===== config.mk =====
export PLATFORM = sky130hd
export DESIGN_NAME = button_press_classifier
export DESIGN_NICKNAME = d
export VERILOG_FILES = /design/src/rtl/bpc_pkg.sv /design/src/rtl/button_press_classifier.sv /design/src/rtl/bpc_core.sv
export SDC_FILE = /design/constraint.sdc
export NUM_CORES = 1
export LEC_CHECK = 0
export BUFFER_PORTS_ARGS = -buffer_cell sky130_fd_sc_hd__buf_2
export CAP_MARGIN = 20
export CORE_ASPECT_RATIO = 2
export CORE_MARGIN = 2
export CORE_UTILIZATION = 61
export DETAILED_ROUTE_END_ITERATION = 12
export HOLD_SLACK_MARGIN = 0.08
export PLACE_DENSITY = 0.9
export SETUP_SLACK_MARGIN = 0.1
export SLEW_MARGIN = 40
export SYNTH_ARGS = -nofsm -noshare
export SYNTH_HDL_FRONTEND = slang
export SYNTH_HIERARCHICAL = 1
export SYNTH_SLANG_ARGS = --single-unit

===== constraint.sdc =====
create_clock -name i_clk -period 12.5 [get_ports i_clk]
set_clock_uncertainty 0.05 [all_clocks]
set_input_delay 1.25 -clock i_clk [delete_from_list [all_inputs] [get_ports i_clk]]
set_output_delay 1.25 -clock i_clk [all_outputs]
set_load 0.02 [all_outputs]

===== src/rtl/bpc_pkg.sv =====
// ----------------------------------------------------------------------------
// bpc_pkg - shared types and constants for the button press classifier
// Register indexes, event codes, widths and the structs passed between the
// top level and the classification core.
// ----------------------------------------------------------------------------
package bpc_pkg;

    localparam int unsigned TIME_W   = 32;
    localparam int unsigned CFG_W    = 16;
    localparam int unsigned CFG_IDX_W = 3;

    typedef enum logic [CFG_IDX_W-1:0] {
        REG_DEBOUNCE   = 3'd0,
        REG_LONG_PRESS = 3'd1,
        REG_SETTLE     = 3'd2,
        REG_POLL       = 3'd3,
        REG_SHORT_MASK = 3'd4,
        REG_LONG_MASK  = 3'd5
    } t_reg_idx;

    typedef enum logic [2:0] {
        EV_NONE       = 3'd0,
        EV_BOOT_SHORT = 3'd1,
        EV_BOOT_LONG  = 3'd2,
        EV_PWR_SHORT  = 3'd3,
        EV_PWR_LONG   = 3'd4
    } t_event;

    localparam logic [9:0]  DEBOUNCE_RST   = 10'd50;
    localparam logic [13:0] LONG_PRESS_RST = 14'd1000;
    localparam logic [15:0] SETTLE_RST     = 16'd1500;
    localparam logic [9:0]  POLL_RST       = 10'd50;
    localparam logic [7:0]  SHORT_MASK_RST = 8'd8;
    localparam logic [7:0]  LONG_MASK_RST  = 8'd4;

    typedef struct packed {
        logic [9:0]  debounce_ms;
        logic [13:0] long_press_ms;
        logic [15:0] settle_ms;
        logic [9:0]  poll_ms;
        logic [7:0]  short_key_mask;
        logic [7:0]  long_key_mask;
    } t_cfg;

    typedef struct packed {
        t_event     event_res;
        logic [7:0] clear_mask;
    } t_result;

endpackage


===== src/rtl/button_press_classifier.sv =====
// ----------------------------------------------------------------------------
// button_press_classifier - boot button and power key event classifier
// Top level: configuration registers, classification core and a two-entry
// result buffer.
// ----------------------------------------------------------------------------
// One input transfer is one millisecond tick and gives exactly one result
// transfer. A tick is taken in every clock cycle while the skid entry is empty;
// its result is registered. The result side has a two-entry buffer (output
// register plus skid entry), so a tick is still taken while one result waits
// to be collected; o_in_ready drops only when both entries are full. During
// the startup settle window each result is "no event" with a clear mask of
// both power key bits. Afterwards boot short/long presses and sampled power
// key presses are reported, at most one per tick, boot events first.
// Configuration is written through i_cfg_we/i_cfg_idx/i_cfg_data and should
// only be changed while no results are pending.
// ----------------------------------------------------------------------------
module button_press_classifier (
    input  logic                          i_clk,
    input  logic                          i_rst_n,
    // configuration write port
    input  logic                          i_cfg_we,
    input  logic [bpc_pkg::CFG_IDX_W-1:0] i_cfg_idx,
    input  logic [bpc_pkg::CFG_W-1:0]     i_cfg_data,
    // tick input
    input  logic                          i_in_valid,
    output logic                          o_in_ready,
    input  logic                          i_boot_pressed,
    input  logic                          i_key_status_ok,
    input  logic [7:0]                    i_key_status,
    // result output
    output logic                          o_out_valid,
    input  logic                          i_out_ready,
    output logic [2:0]                    o_event_res,
    output logic [7:0]                    o_clear_mask
);
    import bpc_pkg::*;

    t_cfg    r_cfg;
    t_result core_result;
    t_result r_out, r_skid;
    logic    r_out_vld, r_skid_vld;
    logic    take;
    logic    pop;

    assign o_in_ready = !r_skid_vld;
    assign take       = i_in_valid && o_in_ready;
    assign pop        = r_out_vld && i_out_ready;

    // Configuration registers; unknown indexes are ignored.
    always_ff @(posedge i_clk) begin
        if (!i_rst_n) begin
            r_cfg.debounce_ms    <= DEBOUNCE_RST;
            r_cfg.long_press_ms  <= LONG_PRESS_RST;
            r_cfg.settle_ms      <= SETTLE_RST;
            r_cfg.poll_ms        <= POLL_RST;
            r_cfg.short_key_mask <= SHORT_MASK_RST;
            r_cfg.long_key_mask  <= LONG_MASK_RST;
        end else if (i_cfg_we) begin
            case (t_reg_idx'(i_cfg_idx))
                REG_DEBOUNCE:   r_cfg.debounce_ms    <= i_cfg_data[9:0];
                REG_LONG_PRESS: r_cfg.long_press_ms  <= i_cfg_data[13:0];
                REG_SETTLE:     r_cfg.settle_ms      <= i_cfg_data[15:0];
                REG_POLL:       r_cfg.poll_ms        <= i_cfg_data[9:0];
                REG_SHORT_MASK: r_cfg.short_key_mask <= i_cfg_data[7:0];
                REG_LONG_MASK:  r_cfg.long_key_mask  <= i_cfg_data[7:0];
                default: ;
            endcase
        end
    end

    bpc_core u_core (
        .i_clk           (i_clk),
        .i_rst_n         (i_rst_n),
        .i_cfg           (r_cfg),
        .i_take          (take),
        .i_boot_pressed  (i_boot_pressed),
        .i_key_status_ok (i_key_status_ok),
        .i_key_status    (i_key_status),
        .o_result        (core_result)
    );

    // Result buffer control: the skid entry fills only when the output
    // register is held; it drains into the output register on the next pop.
    always_ff @(posedge i_clk) begin
        if (!i_rst_n) begin
            r_out_vld  <= 1'b0;
            r_skid_vld <= 1'b0;
        end else begin
            if (r_skid_vld) begin
                if (pop) begin
                    r_out_vld  <= 1'b1;
                    r_skid_vld <= 1'b0;
                end
            end else if (r_out_vld && !pop) begin
                r_skid_vld <= take;
            end else begin
                r_out_vld <= take;
            end
        end
    end

    // Payload, no reset needed.
    always_ff @(posedge i_clk) begin
        if (r_skid_vld) begin
            if (pop) begin
                r_out <= r_skid;
            end
        end else if (r_out_vld && !pop) begin
            if (take) begin
                r_skid <= core_result;
            end
        end else if (take) begin
            r_out <= core_result;
        end
    end

    assign o_out_valid  = r_out_vld;
    assign o_event_res  = r_out.event_res;
    assign o_clear_mask = r_out.clear_mask;

endmodule


===== src/rtl/bpc_core.sv =====
// ----------------------------------------------------------------------------
// bpc_core - tick state and per-tick classification
// Holds the tick counter and the boot/poll timing state; works out the result
// of the tick presented on the inputs and updates state when it is taken.
// ----------------------------------------------------------------------------
module bpc_core (
    input  logic             i_clk,
    input  logic             i_rst_n,
    input  bpc_pkg::t_cfg    i_cfg,
    input  logic             i_take,
    input  logic             i_boot_pressed,
    input  logic             i_key_status_ok,
    input  logic [7:0]       i_key_status,
    output bpc_pkg::t_result o_result
);
    import bpc_pkg::*;

    logic [TIME_W-1:0] r_tick,      n_tick;
    logic              r_settled,   n_settled;
    logic              r_boot_down, n_boot_down;
    logic [TIME_W-1:0] r_edge_time, n_edge_time;
    logic              r_long_fired, n_long_fired;
    logic [TIME_W-1:0] r_poll_time, n_poll_time;

    logic [TIME_W-1:0] edge_age;
    logic [TIME_W-1:0] poll_age;
    logic [7:0]        both_mask;
    logic [7:0]        hit_mask;
    logic              in_settle;
    logic              edge_ok;
    logic              long_due;
    logic              poll_due;

    assign edge_age  = r_tick - r_edge_time;
    assign poll_age  = r_tick - r_poll_time;
    assign both_mask = i_cfg.short_key_mask | i_cfg.long_key_mask;
    assign hit_mask  = i_key_status & both_mask;
    assign in_settle = !r_settled && (r_tick < {{(TIME_W-16){1'b0}}, i_cfg.settle_ms});
    assign edge_ok   = (i_boot_pressed != r_boot_down) &&
                       (edge_age > {{(TIME_W-10){1'b0}}, i_cfg.debounce_ms});
    assign poll_due  = poll_age >= {{(TIME_W-10){1'b0}}, i_cfg.poll_ms};

    // A freshly accepted press has zero age, so only a zero hold time fires.
    always_comb begin
        if (edge_ok) begin
            long_due = (i_cfg.long_press_ms == '0);
        end else begin
            long_due = edge_age >= {{(TIME_W-14){1'b0}}, i_cfg.long_press_ms};
        end
    end

    always_comb begin
        n_tick       = r_tick + TIME_W'(1);
        n_settled    = r_settled;
        n_boot_down  = r_boot_down;
        n_edge_time  = r_edge_time;
        n_long_fired = r_long_fired;
        n_poll_time  = r_poll_time;
        o_result.event_res  = EV_NONE;
        o_result.clear_mask = '0;
        if (in_settle) begin
            o_result.clear_mask = both_mask;
        end else begin
            n_settled = 1'b1;
            if (edge_ok) begin
                n_boot_down = i_boot_pressed;
                n_edge_time = r_tick;
                if (i_boot_pressed) begin
                    n_long_fired = 1'b0;
                end
            end
            if (edge_ok && !i_boot_pressed && !r_long_fired) begin
                o_result.event_res = EV_BOOT_SHORT;
            end else if (n_boot_down && !n_long_fired && long_due) begin
                n_long_fired       = 1'b1;
                o_result.event_res = EV_BOOT_LONG;
            end else if (poll_due) begin
                n_poll_time = r_tick;
                if (i_key_status_ok && (hit_mask != '0)) begin
                    o_result.clear_mask = hit_mask;
                    if ((i_key_status & i_cfg.long_key_mask) != '0) begin
                        o_result.event_res = EV_PWR_LONG;
                    end else begin
                        o_result.event_res = EV_PWR_SHORT;
                    end
                end
            end
        end
    end

    always_ff @(posedge i_clk) begin
        if (!i_rst_n) begin
            r_tick       <= '0;
            r_settled    <= 1'b0;
            r_boot_down  <= 1'b0;
            r_edge_time  <= '0;
            r_long_fired <= 1'b0;
            r_poll_time  <= '0;
        end else if (i_take) begin
            r_tick       <= n_tick;
            r_settled    <= n_settled;
            r_boot_down  <= n_boot_down;
            r_edge_time  <= n_edge_time;
            r_long_fired <= n_long_fired;
            r_poll_time  <= n_poll_time;
        end
    end

endmodule


==> results.json, run 1 <==
{
  "gr-total-overflow": 0,
  "die_w_um": 108,
  "drt_first_pass_iters": 7,
  "antenna_left": 0,
  "hold_viol": 0,
  "start_util_pct": 61.8,
  "status": "finished clean",
  "final_max_slew_viol_count": 0,
  "cts_tree": "yes",
  "drive_above_1_share_pct": 8.64,
  "place_inst": 1862,
  "drc": 0,
  "grt_pass1_wl_mm": 63.5,
  "cts_sinks": 189,
  "synth_flop_cell": "dfxtp_1",
  "antenna_found_initial": 0,
  "path_cells": "inv_1 -> ha_1 -> fa_1 -> nand2b_1 -> a21oi_1 -> o21bai_1 -> nand2_1 -> xor2_1 -> ha_1 -> and4_1 -> a211oi_1 -> nand4_1 -> a21oi_1 -> o21ai_0 -> o31ai_2 -> nand3_1 -> nor3b_1 -> mux2_2",
  "yosysSeqAreaShare_pct": 30.3,
  "cts_hold_buf": 0,
  "crit_slowest_cell": "dfxtp_1",
  "wl_per_cell_um": 21.3,
  "design.core.area_um2": 21400,
  "syn_to_final_growth_pct": 6.50,
  "synth.top_cells.by_area": "dfxtp_1 (25%), ha_1 (11%), mux2i_1 (7.2%)",
  "finalCritPeriodShare_pct": 43.3,
  "worst_pin_slew_ns": 0.909,
  "dp_hpwl_mm": 30.7,
  "rsz0062_at_grt": "no",
  "drtIter0Drc": 841,
  "io_pins": 47,
  "portBuffers": 46,
  "endpoint_kind": "flop",
  "cp.required_ns": 12.76,
  "setup_tns_ns": 0,
  "place_congestion": 1.06,
  "max_clock_freq_ghz": 0.185,
  "clkTransAtPathRegs_ns": 0.08,
  "min_path_type": "flop to flop",
  "pwr_density_cell_nw_per_um2": 96.1,
  "yosysWarnings": 6,
  "die_y_um": 212,
  "syn_nets": 1759,
  "crit_fanout": 9,
  "vias": 12601,
  "max_slew_margin_pct": 39.4,
  "synth_top_area_cell": "dfxtp_1",
  "ctsResizeCount": 0,
  "routed_wl_mm": 40.3,
  "finalCriticalPeriod_ns": 5.41,
  "insertion_delay_ns": 0.44,
  "arrival_ns": 5.67,
  "cap_violations": 0,
  "slowest_delay_ns": 0.47,
  "synth-edff-count": 22,
  "worstSetupPathType": "flop to flop",
  "grt_pass1_vias": 12836,
  "h-tree-depth": 4,
  "synthCells": 1611,
  "cts_root_buf": "clkbuf_16",
  "cts_buffers": 17,
  "diodes": 0,
  "syn-cell-area_um2": 13200,
  "clockBufferDepth": 2,
  "grt_max_degree": 110,
  "viasPerCell": 6.65,
  "grt_usage_pct": 35.8,
  "std_cell_rows": 76,
  "die_area_um2": 22900,
  "postCtsSetupRepairBufs": 0,
  "startpoint_type": "flop",
  "syn_area_per_cell_um2": 8.20,
  "worst-path-buf-inv": 1,
  "synth_top_area_share_pct": 25.3,
  "fin_nets": 1756,
  "p_leak_nw": 6.39,
  "ys_types": 96,
  "crit_family": "compound AO/OA/AOI/OAI gates",
  "fin_cells": 1894,
  "setup_viol": 0,
  "ir_drop_v": 0.000114,
  "async_reset_ff_share_pct": 0,
  "ys_ff_latch": 189
}
==> power breakdown <==
group	internal, mW	switching (mW)
clock	0.290	0.269
sequential	0.623	0.00844
combinational	0.0629	0.0999
total	0.976	0.377
==> logic make-up (layout without fill, tap and decap cells) <==
kind of cell	after synthesis	after routing	synth area share [%]
and+or+nand+nor	569	569	21.4
AOI/OAI and AO/OA	363	363	18.2
buffers and inverters	206	216	6.73
DFF	189	189	30.3
adders and majority gates	114	114	10.9
muxes	108	108	8.33
xor gates and xnor gates	62	62	4.11
==> synth_stat cells (all sizes together), types with 25 or more instances <==
cell and n:
o21ai 114, nand2 234, inv 132, mux2i 95, and2 34, a21o 34
buf 30, nand3 75, nor4 25, clkbuf 44, nor2 66, a21oi 79
xnor2 46, dfxtp 167, nand4 35, ha 112
==> placed cells by master (no fill, tap or decap), drive strengths merged, types with 25 or more instances in the layout <==
master	netlist	routed
dfxtp	167	167
and2	34	34
inv	132	140
nand3	75	75
nor4	25	25
nand2	234	234
a21o	34	34
a21oi	79	79
nand4	35	35
o21ai	114	114
nor2	66	66
ha	112	112
mux2i	95	95
buf	30	52
xnor2	46	46
==> stage by stage <==
stage	hold WS (ns)	total power [mW]	setup slack (ns)	utilization (%)	instance area (µm²)
after floorplan	0.385	0.754	8.12	-	13200
after global placement	0.393	0.797	7.38	62.9	13400
after detailed placement	0.398	0.802	7.26	62.9	13500
after CTS	0.411	1.35	7.22	65.8	14100
after global routing	0.420	1.39	6.88	65.8	14100
final	0.410	1.35	7.09	65.8	14100
==> tightest hold or removal path, delay by kind of cell, from the launching register on <==
kind	cells	cell delay [ns]
flops	1	0.32
simple gates	1	0.06
compound gates	1	0.04
==> state kept, by name, summed over array words and instances, names as in the netlist <==
signal / flops
r_cfg: 66
u_core/r_edge_time: 32
o_out_valid: 1
u_core/r_long_fired: 1
u_core/r_tick: 32
u_core/r_poll_time: 32
o_clear_mask: 8
o_event_res: 3
r_skid_vld: 1
u_core/r_boot_down: 1
r_skid: 11
u_core/r_settled: 1
==> per-layer routing <==
metal,wire length [µm],up-vias,global-route usage [%]
li1,-,5742,-
met3,2020,319,5.86
met2,20800,680,65.9
met1,12600,5860,30.7
met5,0,-,0
met4,4810,0,36.4
==> layout make-up <==
| cell class | instances | area (µm²) |
|---|---|---|
| Fill cell | 1658 | 7320 |
| Inverter | 132 | 495 |
| Multi-Input combinational cell | 1216 | 8340 |
| Timing Repair Buffer | 52 | 285 |
| Tap cell | 273 | 342 |
| Clock buffer | 18 | 433 |
| Sequential cell | 189 | 4000 |
| Clock inverter | 14 | 174 |
==> final timing paths <==
path | cells past startpoint | endpoint | startpoint | slack [ns]
worst max-delay path | 18 | o_event_res[2]$_DFFE_PP_ | u_core/r_tick[0]$_SDFFE_PN0P_ | 7.09
worst min-delay path | 2 | r_cfg[62]$_SDFFE_PN0P_ | r_cfg[62]$_SDFFE_PN0P_ | 0.41
worst max register to register | 18 | o_event_res[2]$_DFFE_PP_ | u_core/r_tick[0]$_SDFFE_PN0P_ | 7.09
worst min register to register | 2 | r_cfg[62]$_SDFFE_PN0P_ | r_cfg[62]$_SDFFE_PN0P_ | 0.41
Power figures use the tool's default switching activity.
==> inputs of run 2 (changes only) <==
Clock period 12.5 ns to 5.58 ns, I/O delays scaled along.
==> run 2 against run 1 <==
Clock power grew 130%; largest power group unchanged; global-route usage grew 0.98 points; critical endpoint is now u_core/r_poll_time[7]$_SDFFE_PN0P_; clock-buffer cell count fell by 1; flip-flop and latch count is the same; fmax rose by 1.5%; routed wire length rose by 2.9%; first-iteration DRC count is 3.7% higher; critical path depth is 1 higher; sequential share of layout area is 0.33 points lower; combinational power is 130% higher.
==> results.json, run 2 (same netlist as run 1, synthesis figures left out) <==
{
  "max_clock_freq_ghz": 0.188,
  "drive_above_1_share_pct": 9.77,
  "insertion_delay_ns": 0.45,
  "diodes": 0,
  "worst_pin_slew_ns": 0.843,
  "arrival_ns": 5.64,
  "r2r_end": "u_core/r_poll_time[7]$_SDFFE_PN0P_",
  "die_w_um": 108,
  "viasPerCell": 6.65,
  "setup_tns_ns": 0,
  "io_pins": 47,
  "drt_first_pass_iters": 6,
  "cts_buffers": 17,
  "cp.required_ns": 5.89,
  "min_path_type": "input port to flop",
  "ir_drop_v": 0.000284,
  "p_leak_nw": 6.50,
  "die_y_um": 212,
  "finalCriticalPeriod_ns": 5.32,
  "cts_root_buf": "clkbuf_16",
  "routed_wl_mm": 41.4,
  "grt_usage_pct": 36.8,
  "holdPathStages": 3,
  "path_cells": "ha_1 -> a21o_1 -> a21oi_1 -> nand2_1 -> and2_1 -> a41oi_1 -> xnor2_1 -> ha_1 -> a21o_1 -> a221oi_1 -> o211ai_1 -> nor4_1 -> o311a_1 -> nand4_1 -> nor4_4 -> and3b_1 -> nand3_4 -> buf_12 -> mux2i_1",
  "final_common_cell": "nand2_1",
  "rsz0062_at_grt": "no",
  "std_cell_rows": 76,
  "drc": 0,
  "regMostFlops": "r_cfg",
  "multi_input_area_um2": 8350,
  "drtIter0Drc": 872,
  "grt_pass1_wl_mm": 64.6,
  "die_area_um2": 22900,
  "endpoint_kind": "flop",
  "worst_slack_ns": 0.255,
  "regToRegSetupSlack_ns": 0.26,
  "worstSetupPathType": "flop to flop",
  "antenna_left": 0,
  "cts_sinks": 189,
  "n_fill_cell": 1621,
  "gr-total-overflow": 0,
  "start_util_pct": 61.8,
  "pwr_density_cell_nw_per_um2": 215,
  "postCtsSetupRepairBufs": 0,
  "slowest_delay_ns": 0.52,
  "largest_reg_flops": 66,
  "crit_slowest_cell": "dfxtp_1",
  "crit_fanout": 19,
  "vias": 12711,
  "hold_viol": 0,
  "cts_tree": "yes",
  "final_max_slew_viol_count": 0,
  "cts_hold_buf": 0,
  "status": "finished clean",
  "grt_max_degree": 143,
  "portBuffers": 46,
  "cap_violations": 0,
  "wl_per_cell_um": 21.7,
  "fin_nets": 1773,
  "clkTransAtPathRegs_ns": 0.08,
  "hold_end": "r_cfg[36]$_SDFFE_PN1P_",
  "finalCritPeriodShare_pct": 95.4,
  "min-delay-start": "i_cfg_data[10]",
  "grt_pass1_vias": 12941,
  "dp_hpwl_mm": 31.2,
  "place_area_um2": 13600,
  "r2r_start": "u_core/r_tick[3]$_SDFFE_PN0P_",
  "clockBufferDepth": 2,
  "setup_viol": 0,
  "fin_area_um2": 14200,
  "h-tree-depth": 4,
  "dpl_worst_slack_ns": 0.261,
  "holdWs_ns": 0.298,
  "mostFrequentLayoutCells": "nand2_1 (234), dfxtp_1 (167), inv_1 (132)",
  "syn_to_final_growth_pct": 7.74,
  "startpoint_type": "flop",
  "r2r_cells": 19,
  "antenna_found_initial": 0,
  "max_slew_margin_pct": 43.8,
  "place_congestion": 1.07,
  "final-seq-area_um2": 4000,
  "design.core.area_um2": 21400
}
-- run 2: per-layer routing --
| layer | vias to the layer above | GRT usage, % | part of all wire [%] |
|---|---|---|---|
| met3 | 308 | 5.46 | 4.9 |
| met5 | - | 0 | 0 |
| met4 | 0 | 37.6 | 12 |
| met1 | 5964 | 32.7 | 32 |
| li1 | 5775 | - | - |
| met2 | 664 | 66.7 | 52 |
-- run 2: cell type report --
type | count | share of cell area [%]
Clock buffer | 17 | 2.99
Clock inverter | 15 | 1.35
Inverter | 132 | 3.48
Multi-Input combinational cell | 1216 | 58.7
Sequential cell | 189 | 28.1
Tap cell | 273 | 2.40
Timing Repair Buffer | 69 | 2.99
-- run 2: worst max path at each step --
stage | startpoint | to
5_1_grt | u_core/r_tick[0]$_SDFFE_PN0P_ | o_event_res[2]$_DFFE_PP_
3_3_place_gp | u_core/r_tick[3]$_SDFFE_PN0P_ | o_clear_mask[6]$_DFFE_PP_
4_1_cts | u_core/r_tick[3]$_SDFFE_PN0P_ | o_clear_mask[6]$_DFFE_PP_
3_5_place_dp | u_core/r_tick[3]$_SDFFE_PN0P_ | o_clear_mask[6]$_DFFE_PP_
6_report | u_core/r_tick[3]$_SDFFE_PN0P_ | u_core/r_poll_time[7]$_SDFFE_PN0P_
2_1_floorplan | u_core/r_tick[3]$_SDFFE_PN0P_ | o_clear_mask[6]$_DFFE_PP_
-- run 2: worst max-delay path: cells and delay by family (launching register included) --
family / cells / cell delay, ns
xor gates and xnor gates: 1 / 0.15
AOI/OAI and AO/OA: 7 / 1.56
buffers and inverters: 1 / 0.24
and+or+nand+nor: 7 / 1.80
muxes: 1 / 0.27
DFF: 1 / 0.52
adders and majority gates: 2 / 0.64
-- run 2: repair_timing --
action / 4_1_cts / 5_1_grt
hold endpoints to repair: 0 / 0
endpoints found under the setup margin: 0 / 61
resized for setup: 0 / 3
-- run 2: through the flow --
| stage | utilization [%] | power, mW | std cells |
|---|---|---|---|
| floorplan | - | 1.69 | 1611 |
| finish | 66.5 | 3.06 | 1911 |
| CTS | 66.5 | 3.05 | 1911 |
| global placement | 63.5 | 1.79 | 1879 |
| detailed placement | 63.6 | 1.80 | 1879 |
| global route | 66.5 | 3.15 | 1911 |
-- run 2: where the power goes --
part,internal (mW),switching (mW)
clock network,0.650,0.625
registers,1.40,0.0190
logic,0.142,0.232
